$ cat config.mk
export PLATFORM = sky130hd
export DESIGN_NAME = egdr_front
export DESIGN_NICKNAME = d
export VERILOG_FILES = /design/src/rtl/egdr_pkg.sv /design/src/rtl/egdr_front.sv
export SDC_FILE = /design/constraint.sdc
export NUM_CORES = 1
export LEC_CHECK = 0
export BUFFER_PORTS_ARGS = -buffer_cell sky130_fd_sc_hd__buf_2
export CORE_MARGIN = 2
export CORE_UTILIZATION = 55
export DETAILED_ROUTE_END_ITERATION = 8
export HOLD_SLACK_MARGIN = 0.06
export PLACE_DENSITY = 0.88
export REMOVE_ABC_BUFFERS = 1
export SLEW_MARGIN = 20
export SYNTH_ARGS = -nofsm -noshare
export SYNTH_HDL_FRONTEND = slang
export SYNTH_SLANG_ARGS = --single-unit
$ cat constraint.sdc
create_clock -name clk -period 5.7 [get_ports clk]
set_input_delay 0 -clock clk [delete_from_list [all_inputs] [get_ports clk]]
set_output_delay 0 -clock clk [all_outputs]
set_load 0.01 [all_outputs]
$ cat src/rtl/egdr_pkg.sv
// Shared types, constants and tables for the encoder/gyro dead reckoning block.
// No dependencies; imported by egdr_front, egdr_back and the top level.
package egdr_pkg;

    localparam int CORDIC_STEPS_DEF  = 16;
    localparam int POSITION_BITS_DEF = 40;

    // Angles in 2^-16 degree
    localparam logic [24:0] FULL_TURN    = 25'd23592960;
    localparam logic [22:0] QUARTER_TURN = 23'd5898240;

    // Residual angle to radians: pi_q30 / (2 * quarter) = (45 * PI_HI + PI_LO) / (45 * 2^18)
    localparam logic [26:0] PI_HI        = 27'd74961320;
    localparam logic [4:0]  PI_LO        = 5'd26;

    // Reciprocals for constant division, floor(2^32 / n)
    localparam logic [26:0] RECIP_45     = 27'd95443717;
    localparam logic [26:0] RECIP_50     = 27'd85899345;
    localparam logic [5:0]  DIV_45       = 6'd45;
    localparam logic [5:0]  DIV_50       = 6'd50;

    localparam logic [32:0] CORDIC_START = 33'd652032874;

    // Register indexes on the configuration port
    localparam logic REG_MM_PER_COUNT = 1'b0;
    localparam logic REG_CAL_SCALE    = 1'b1;

    // Operation codes
    localparam logic OP_TICK  = 1'b0;
    localparam logic OP_CLEAR = 1'b1;

    typedef struct packed {
        logic               op;
        logic signed [15:0] count;
        logic signed [21:0] yaw;
    } item_t;

    function automatic logic [29:0] atan_q30(input logic [4:0] i);
        logic [29:0] v;
        case (i)
            5'd0:  v = 30'd843314857;
            5'd1:  v = 30'd497837829;
            5'd2:  v = 30'd263043837;
            5'd3:  v = 30'd133525159;
            5'd4:  v = 30'd67021687;
            5'd5:  v = 30'd33543516;
            5'd6:  v = 30'd16775851;
            5'd7:  v = 30'd8388437;
            5'd8:  v = 30'd4194283;
            5'd9:  v = 30'd2097149;
            5'd10: v = 30'd1048576;
            5'd11: v = 30'd524288;
            5'd12: v = 30'd262144;
            5'd13: v = 30'd131072;
            5'd14: v = 30'd65536;
            5'd15: v = 30'd32768;
            5'd16: v = 30'd16384;
            5'd17: v = 30'd8192;
            5'd18: v = 30'd4096;
            5'd19: v = 30'd2048;
            5'd20: v = 30'd1024;
            5'd21: v = 30'd512;
            5'd22: v = 30'd256;
            5'd23: v = 30'd128;
            default: v = 30'd0;
        endcase
        return v;
    endfunction

endpackage

$ cat src/rtl/egdr_front.sv
// Input side: accepts tick and clear items and holds them in a two-entry queue.
// Depends on egdr_pkg (item_t).
module egdr_front (
    input  logic                clk,
    input  logic                rst_n,
    input  logic                in_valid,
    output logic                in_stall,
    input  logic                operation,
    input  logic signed [15:0]  encoder_count,
    input  logic signed [21:0]  gyro_rate,
    output egdr_pkg::item_t     q_item,
    output logic                q_valid,
    input  logic                q_take
);
    import egdr_pkg::*;

    item_t       q_mem [2];
    logic        wr_ptr_reg, wr_ptr_next;
    logic        rd_ptr_reg, rd_ptr_next;
    logic [1:0]  fill_reg, fill_next;
    logic        push;
    logic        pop;

    assign in_stall = (fill_reg == 2'd2);
    assign push     = in_valid && !in_stall;
    assign pop      = q_take && q_valid;
    assign q_valid  = (fill_reg != 2'd0);
    assign q_item   = q_mem[rd_ptr_reg];

    always_comb
    begin
        wr_ptr_next = wr_ptr_reg ^ push;
        rd_ptr_next = rd_ptr_reg ^ pop;
        fill_next   = fill_reg + {1'b0, push} - {1'b0, pop};
    end

    always_ff @(posedge clk or negedge rst_n)
    begin
        if (!rst_n)
        begin
            wr_ptr_reg <= 1'b0;
            rd_ptr_reg <= 1'b0;
            fill_reg   <= 2'd0;
        end
        else
        begin
            wr_ptr_reg <= wr_ptr_next;
            rd_ptr_reg <= rd_ptr_next;
            fill_reg   <= fill_next;
        end
    end

    always_ff @(posedge clk)
    begin
        if (push)
        begin
            q_mem[wr_ptr_reg].op    <= operation;
            q_mem[wr_ptr_reg].count <= encoder_count;
            q_mem[wr_ptr_reg].yaw   <= gyro_rate;
        end
    end

endmodule

==> out/metrics.cfg, run 1 <==
[outcome]
outcome = finished, final reports clean

[global_routing]
grt_max_degree = 40
globalRouteOverflowTotal = 0
grt_pass1_vias = 1778
antenna_found_initial = 0
grt_pass1_wl_um = 8500
groute.usage.overall = 0.190

[final_layout]
final_core_util = 0.750
antennaDiodeCount = 0
multi_input_area_sq_um = 551
fill_cells = 314
drive_above_1_share = 0.495
final_nets = 321
area_growth_pct = 33.8
design_area_sq_um = 4080
seqCellArea_sq_um = 2440
largest_reg_flops = 78

[power_and_ir_drop]
comb_power_share = 0.324
switching_share = 0.297
p_per_area_nw_per_um2 = 439
peakVddDrop_v = 0.000308
clkPwrFrac = 0.178
p_sw_uw = 533
intPower_uw = 1260
pwr-share-seq = 0.497
p_leak_uw = 0.00158

[placement]
hpwl_um = 3260
placed_area_sq_um = 3520
gp_congestion = 0.682
port_buffers = 83

[detailed_routing]
drc_errors = 0
routed_wl_um = 5670
vias = 1735
via_per_inst = 5.00
top_layer = met4
dr.pass1.iters = 5
wl_met2_um = 2870
ant_nets = 0
wl_per_cell_um = 16.3
wl_met1_um = 2440
wl_met3_um = 279
drt_iter0_markers = 96

[synth]
ys_ff_latch = 82
synth_area_leaders = edfxtp_1, mux2_2, dfrtp_1
avgSynthCellArea_sq_um = 21.6
seq_area_frac_synth = 0.801
yosys.area.top_type_share = 0.768
yosys_warnings = 0
synth_cell_type_count = 13
syn_area_sq_um = 3050
synth_top_area_cell = edfxtp_1
syn_inst = 141

[setup_path]
required_ns = 5.70
start_kind = flop
reg2reg_slack_ns = 3.71
critPathKind = flop to primary output
crit_slowest_cell = dfrtp_1
cp_max_fo = 22
reg2reg_to = q_mem[1][30]
crit_arrival_ns = 2.15
ff2ff_path_depth = 3
crit_path_max_incr_delay_ns = 0.85
end_kind = primary output
crit_path_cell_trace = buf_4, mux2_2, buf_2
r2r-start = fill_reg[0]

[hold_path]
hp-start = in_valid
whs_path_depth = 4
hold_end = wr_ptr_reg
holdCritPathClass = input port to flop

[die]
num_rows = 27
num_io_pins = 84
core_region_area_sq_um = 5440
start_util = 0.560
fp.dieW_um = 78.4
die_h_um = 78.4
die-area_sq_um = 6150

[timing]
drv_slew = 0
worst_pin_slew_ns = 0.955
tns_ns = 0
hold_ws_ns = 0.171
hold_viol_final = 0
rsz0062_at_grt = no
fin_crit_ns = 2.15
setup_viol = 0
relSlewSlack = 0.363
period_share = 0.377
clock_skew_ns = 0.00333
fmax_mhz = 465

[clock_network]
root_buffer = clkbuf_8
max-clock-path-buffers = 2
cts.sinks = 82
clk_latency_ns = 0.33
cts_resized = 0
numCtsBuffers = 9
clk_pin_slew_ns = 0.07
htreeDepth = 3
cts_tree = built

[job]
maxCapViolCount = 0

[kinds of logic (layout without fill, tap and decap cells)]
group / count (synthesis) / in the layout / share of synthesized area
muxes: 39 / 39 / 0.144
AOI/OAI and AO/OA: 1 / 1 / 0.00246
adders and majority gates: 4 / 4 / 0.0164
buffers and inverters: 8 / 142 / 0.0197
xor gates and xnor gates: 3 / 3 / 0.00862
and+or+nand+nor: 4 / 4 / 0.00739
DFF: 82 / 82 / 0.801
[synthesized netlist by cell type (all sizes together)]
master  instances
inv             4
nand2           1
dfrtp           4
mux2           39
nand2b          1
buf             4
xor2            1
edfxtp         78
ha              4
o21a            1
xnor2           2
and2            1
or2             1
[worst max-delay path by stage]
stage	startpoint	end	slack (ns)	cells past startpoint
finish	rd_ptr_reg	q_item[20]	3.55	3
global route	rd_ptr_reg	q_item[20]	3.45	3
CTS	rd_ptr_reg	q_item[10]	3.53	3
detailed placement	fill_reg[1]	q_mem[0][25]	3.76	3
global placement	fill_reg[1]	q_mem[0][25]	3.83	3
floorplan	fill_reg[1]	q_mem[1][0]	3.67	3
[what timing repair did]
item,4_1_cts,5_1_grt
endpoints found under the setup margin,0,0
endpoints found under the hold margin,83,0
hold buffers,42,0
buffers inserted,0,0
[through the flow]
step                instances  total power [uW]  worst slack, ns
floorplan                 137              1240             3.67
global placement          293              1430             3.83
detailed placement        293              1460             3.76
CTS                       347              1790             3.53
global route              347              1880             3.45
finish                    347              1790             3.55
[layer usage]
layer,track usage,vias to the layer above
met5,0,-
met4,0.0842,0
met3,0.0368,10
met2,0.328,73
met1,0.234,846
li1,-,806
[power by group through the flow]
stage | Combinational [uW] | Sequential, uW | Clock (uW)
after global routing | 629 | 904 | 348
final | 581 | 891 | 319
after detailed placement | 554 | 902 | 0
after floorplan | 334 | 902 | 0
after CTS | 579 | 890 | 322
after global placement | 543 | 891 | 0
[layout make-up]
class                           count  share of cell area
Clock buffer                       10              0.0313
Clock inverter                      2             0.00215
Inverter                            4             0.00368
Multi-Input combinational cell     51               0.135
Sequential cell                    82               0.599
Tap cell                           72              0.0221
Timing Repair Buffer              126               0.207
[worst max-delay path: cells and delay by family (launching register included)]
kind,cells,cell delay (ns)
flops,1,0.85
mux,1,0.39
buf+inv,2,0.56
[cell usage in the layout, fill, tap and decap left out]
master         synthesis  layout
and2_1                 1       1
buf_2                  0      83
buf_4                  0       1
clkbuf_1               0       1
clkbuf_8               0       9
clkinv_1               0       1
clkinv_2               0       1
dfrtp_1                4       4
dlygate4sd3_1          0      42
edfxtp_1              78      78
ha_1                   4       2
ha_2                   0       2
inv_1                  4       4
mux2_2                39      39
nand2_1                1       1
nand2b_1               1       1
o21a_1                 1       1
or2_2                  1       1
xnor2_1                2       2
xor2_1                 1       1
(Power assumes the default switching activity.)
==> run 2: changes to the inputs <==
Settings changed: CORE_UTILIZATION 55 to 51, PLACE_DENSITY 0.88 to 0.83.
Clock period 5.7 ns to 2.1 ns, I/O delays scaled along.
==> run 2 against run 1 <==
  * Die area increased by 7.4%
  * Clock skew rose by 0.0012 ns
  * Worst setup slack worse by 3.2 ns
  * Sequential power rose to 2.7 times the previous value
  * Critical path type unchanged
==> out/metrics.cfg, run 2 (synthesized netlist as in run 1, its figures left out) <==
[setup_path]
ff2ff_path_depth = 6  ; +3
critPathKind = flop to primary output
critical_path.endpoint = q_item[25]
reg2reg_slack_ns = 0.55  ; -3.16 ns
cp_max_fo = 21  ; -4.5%
worstSetupStartpoint = rd_ptr_reg
start_kind = flop
crit_arrival_ns = 1.77  ; -0.38 ns
required_ns = 2.10  ; -3.60 ns
r2r-start = fill_reg[1]
end_kind = primary output
reg2reg_to = fill_reg[1]

[power_and_ir_drop]
pwr-share-seq = 0.464  ; -0.033
p_per_area_nw_per_um2 = 1240  ; +180%
intPower_uw = 3730  ; +200%
power_uw = 5200  ; +190%
comb_power_share = 0.313  ; -0.011
peakVddDrop_v = 0.000861  ; +180%
switching_share = 0.283  ; -0.0143
p_leak_uw = 0.00163  ; +3.2%
p_sw_uw = 1470  ; +180%
clkPwrFrac = 0.223  ; +0.045

[die]
die_h_um = 81.3  ; +3.7%
num_rows = 28  ; +3.7%
core_region_area_sq_um = 5850  ; +7.6%
fp.dieW_um = 81.3  ; +3.7%
die-area_sq_um = 6610  ; +7.4%
start_util = 0.521  ; -0.0394
num_io_pins = 84  ; unchanged

[placement]
hpwl_um = 3200  ; -1.9%
place_ws_ns = 0.546  ; -3.21 ns
placed_area_sq_um = 3580  ; +1.6%
gp_congestion = 0.734  ; +7.6%
port_buffers = 83  ; unchanged
dp.cells = 298  ; +1.7%

[global_routing]
antenna_found_initial = 0  ; unchanged
grt_pass1_vias = 1792  ; +0.79%
grt_pass1_wl_um = 8050  ; -5.3%
globalRouteOverflowTotal = 0  ; unchanged
grt_max_degree = 36  ; -10%
groute.usage.overall = 0.170  ; -0.0194

[final_layout]
final_common_cell = buf_2
area_growth_pct = 38.0
largest_reg_flops = 78  ; unchanged
final_cell_mix = buf_2, edfxtp_1, dlygate4sd3_1, mux2_2, clkbuf_8
design_area_sq_um = 4210  ; +3.2%
antennaDiodeCount = 0  ; unchanged
finalNonFillerCells = 356  ; +2.6%
final_nets = 323  ; +0.62%
drive_above_1_share = 0.505  ; +0.0108

[clock_network]
max-clock-path-buffers = 2  ; unchanged
clk_pin_slew_ns = 0.07  ; about the same
cts.sinks = 82  ; unchanged
numCtsBuffers = 9  ; unchanged
htreeDepth = 3  ; unchanged
cts_tree = built
clk_latency_ns = 0.33  ; about the same
root_buffer = clkbuf_8

[detailed_routing]
routed_wl_um = 5420  ; -4.5%
wl_per_cell_um = 15.2  ; -6.9%
via_per_inst = 4.78  ; -4.3%
vias = 1703  ; -1.8%
drt_iter0_markers = 107  ; +11%
dr.pass1.iters = 6  ; +1
ant_nets = 0  ; unchanged
drc_errors = 0  ; unchanged

[timing]
setup_viol = 0  ; unchanged
drv_slew = 0  ; unchanged
worst_pin_slew_ns = 0.509  ; -0.446 ns
fin_crit_ns = 1.77
hold_viol_final = 0  ; unchanged
rsz0062_at_grt = no
tns_ns = 0  ; unchanged
period_share = 0.841
fmax_mhz = 566
relSlewSlack = 0.661  ; +0.298
clock_skew_ns = 0.00456  ; +0.00123 ns
setup_slack_ns = 0.334  ; -3.21 ns

[hold_path]
holdCritPathClass = input port to flop

[outcome]
outcome = finished, final reports clean

[job]
maxCapViolCount = 0  ; unchanged

[run 2: per-layer routing]
| metal | global-route usage | part of all wire | up-vias |
|---|---|---|---|
| met1 | 0.185 | 0.41 | 821 |
| li1 | - | - | 812 |
| met2 | 0.303 | 0.52 | 61 |
| met5 | 0 | 0 | - |
| met4 | 0.0763 | 0.019 | 0 |
| met3 | 0.0544 | 0.052 | 9 |
[run 2: layout make-up]
type | instances | area (sq um)
well taps | 75 | 93.8
repair buffers | 128 | 896
clock buffers | 9 | 124
multi-input cells | 51 | 551
inverters | 4 | 15.0
clock inverters | 7 | 83.8
fillers | 355 | 1640
flip-flops and latches | 82 | 2440
[run 2: metrics by stage]
stage | util | hold slack (ns)
floorplan | - | -0.296
global placement | 0.612 | -0.189
detailed placement | 0.612 | -0.189
CTS | 0.719 | 0.109
global route | 0.719 | 0.128
finish | 0.719 | 0.116
[run 2: worst min path at each step]
stage | startpoint | end | cells past startpoint
final | in_valid | wr_ptr_reg | 4
after global placement | rst_n | fill_reg[0] | 1
after CTS | in_valid | wr_ptr_reg | 4
after detailed placement | rst_n | fill_reg[0] | 1
after floorplan | rst_n | fill_reg[0] | 0
after global routing | in_valid | wr_ptr_reg | 4
[run 2: critical path, stage by stage (launching register included)]
cell     delay [ns]
dfrtp_2        0.69
buf_12         0.24
mux2_2         0.36
buf_2          0.14
[run 2: timing repair]
action	CTS	global route
gates resized for setup	0	0
buffers inserted	0	0
endpoints found under the hold margin	83	0
hold buffers	42	0
[run 2: power by group through the flow]
stage          registers (uW)  clock network, uW  logic, uW
2_1_floorplan            2450                  0        906
6_report                 2410               1160       1630
4_1_cts                  2410               1180       1630
5_1_grt                  2450               1260       1760
3_5_place_dp             2450                  0       1560
3_3_place_gp             2430                  0       1550
==> run 3: changes to the inputs <==
Settings changed: ABC_AREA set to 1, CORE_UTILIZATION 51 to 52, PLACE_DENSITY 0.83 to 0.84.
Clock period 2.1 ns to 1.8 ns, I/O delays scaled along.
==> run 3 against run 2 <==
  * Die area grew 0.89%
  * Critical endpoint is now fill_reg[1]
  * Final cell count up 26%
  * Via count increased by 21%
  * Sequential share of layout area down 0.46 points
==> out/metrics.cfg, run 3 <==
[outcome]
outcome = finished, final reports clean

[synth]
seq_area_frac_synth = 0.779  ; -0.0227
synthArstFlopShare = 0.0488  ; unchanged
synth_cell_type_count = 13  ; unchanged
synth_most_common_cell = nand2_1
synth_top_area_cell = edfxtp_1
synth-edff-count = 78  ; unchanged
syn_inst = 235  ; +67%
ys_ff_latch = 82  ; unchanged
yosys.area.top_type_share = 0.747  ; -0.0218
syn_area_sq_um = 3140  ; +2.9%
synth_area_leaders = edfxtp_1, nand2_1, dfrtp_1
synthTopCellsByCount = nand2_1, edfxtp_1, inv_1
synth-main-ff-cell = edfxtp_1
avgSynthCellArea_sq_um = 13.3  ; -38%
yosys_warnings = 0  ; unchanged

[detailed_routing]
drt_iter0_markers = 161  ; +50%
dr.pass1.iters = 4  ; -2
wl_per_cell_um = 13.0  ; -15%
vias = 2058  ; +21%
via_per_inst = 4.60  ; -3.8%
routed_wl_um = 5810  ; +7.1%
ant_nets = 0  ; unchanged
drc_errors = 0  ; unchanged

[final_layout]
area_growth_pct = 35.1
final_nets = 414  ; +28%
antennaDiodeCount = 0  ; unchanged
fill_cells = 421  ; +19%
final_cell_mix = nand2_1, buf_2, edfxtp_1, dlygate4sd3_1, clkbuf_8
largest_reg_flops = 78  ; unchanged
final_core_util = 0.720  ; +0.00104
finalNonFillerCells = 447  ; +26%
final_common_cell = nand2_1
drive_above_1_share = 0.282  ; -0.223

[clock_network]
clk_pin_slew_ns = 0.07  ; about the same
cts.sinks = 82  ; unchanged
root_buffer = clkbuf_8
post-cts-setup-buffers = 0  ; unchanged
cts_tree = built
max-clock-path-buffers = 2  ; unchanged
clk_latency_ns = 0.34  ; about the same
numCtsBuffers = 9  ; unchanged
htreeDepth = 3  ; unchanged

[setup_path]
end_kind = flop
required_ns = 2.03  ; -0.07 ns
critPathKind = flop to flop
crit_buf_inv = 4  ; +2
crit_arrival_ns = 1.78  ; about the same
crit_slowest_cell = dfrtp_1
crit_path_cell_trace = inv_1, nand2_1, nand2_1, inv_1, ha_1, inv_1, ha_1, inv_1, nand2_1, nand2_1
cp_max_fo = 4  ; -81%
crit_family = adder cells
start_kind = flop
crit_path_max_incr_delay_ns = 0.39  ; -0.30 ns
reg2reg_slack_ns = 0.25  ; -0.30 ns

[timing]
relSlewSlack = 0.814  ; +0.153
period_share = 0.861
setup_slack_ns = 0.250  ; -0.0836 ns
worst_pin_slew_ns = 0.279  ; -0.229 ns
setup_viol = 0  ; unchanged
rsz0062_at_grt = no
drv_slew = 0  ; unchanged
clock_skew_ns = 0.00715  ; +0.00259 ns
hold_viol_final = 0  ; unchanged
tns_ns = 0  ; unchanged
fmax_mhz = 645
fin_crit_ns = 1.55

[placement]
hpwl_um = 3630  ; +13%
port_buffers = 83  ; unchanged
gp_congestion = 0.688  ; -6.2%
dp.cells = 389  ; +31%
place_ws_ns = 0.306  ; -0.240 ns

[die]
die_h_um = 81.7  ; +0.44%
fp.dieW_um = 81.7  ; +0.44%
core_region_area_sq_um = 5890  ; +0.60%
start_util = 0.533  ; +0.0120
num_io_pins = 84  ; unchanged
die-area_sq_um = 6670  ; +0.89%
num_rows = 28  ; unchanged

[global_routing]
grt_pass1_vias = 1995  ; +11%
groute.usage.overall = 0.183  ; +0.0128
grt_pass1_wl_um = 8690  ; +8.0%
globalRouteOverflowTotal = 0  ; unchanged
grt_max_degree = 41  ; +14%
antenna_found_initial = 0  ; unchanged

[power_and_ir_drop]
power_uw = 6190  ; +19%
p_per_area_nw_per_um2 = 1460  ; +18%
peakVddDrop_v = 0.000935  ; +8.6%
p_leak_uw = 0.00188  ; +15%

[job]
maxCapViolCount = 0  ; unchanged

[hold_path]
holdCritPathClass = input port to flop

==> run 3: worst register-to-register path, stage by stage (launching register included) <==
cell     delay [ns]
dfrtp_1        0.39
inv_1          0.10
nand2_1        0.11
nand2_1        0.10
inv_1          0.05
ha_1           0.29
inv_1          0.06
ha_1           0.16
inv_1          0.05
nand2_1        0.06
nand2_1        0.06
==> run 3: power breakdown <==
| group | total, uW | switching [uW] | internal (uW) |
|---|---|---|---|
| Clock | 1330 | 577 | 752 |
| Sequential | 2740 | 129 | 2610 |
| Combinational | 2120 | 1340 | 783 |
| Total | 6190 | 2050 | 4140 |
==> run 3: cell type report <==
cell class	instances	area (sq um)	area share
clock buffers	14	173	0.0407
multi-input cells	134	552	0.130
repair buffers	130	898	0.212
well taps	75	93.8	0.0221
clock inverters	2	33.8	0.00797
inverters	10	45.0	0.0106
flip-flops and latches	82	2440	0.576
==> run 3: worst paths after layout <==
kind / start / to / depth (start not counted)
min in group asynchronous: rst_n / fill_reg[1] / 3
worst min register to register: fill_reg[0] / fill_reg[0] / 1
worst max-delay path: fill_reg[1] / fill_reg[1] / 10
max in group asynchronous: rst_n / rd_ptr_reg / 3
worst min-delay path: in_valid / wr_ptr_reg / 5
worst max register to register: fill_reg[1] / fill_reg[1] / 10
==> run 3: metal layers <==
layer / part of all wire / vias to the layer above / track usage
met2: 0.51 / 66 / 0.319
met1: 0.40 / 937 / 0.197
met3: 0.060 / 14 / 0.0462
met5: 0 / - / 0
met4: 0.023 / 0 / 0.122
li1: - / 1041 / -
==> run 3: kinds of logic (layout without fill, tap and decap cells) <==
logic type	count (synthesis)	in the layout	share of synthesized area
DFF	82	82	0.779
AOI/OAI and AO/OA	1	1	0.00159
buffers and inverters	19	156	0.0471
and+or+nand+nor	129	129	0.157
adders and majority gates	4	4	0.0160
==> run 3: repair_timing <==
item                      4_1_cts  5_1_grt
hold endpoints to repair       83        0
gates resized for setup         0        0
hold buffers                   42        0
==> run 3: per-stage QoR <==
stage | instance area [sq um] | hold slack (ns)
after CTS | 4240 | 0.157
after global placement | 3610 | -0.181
after detailed placement | 3610 | -0.184
after global routing | 4240 | 0.249
after floorplan | 3030 | -0.296
final | 4240 | 0.168
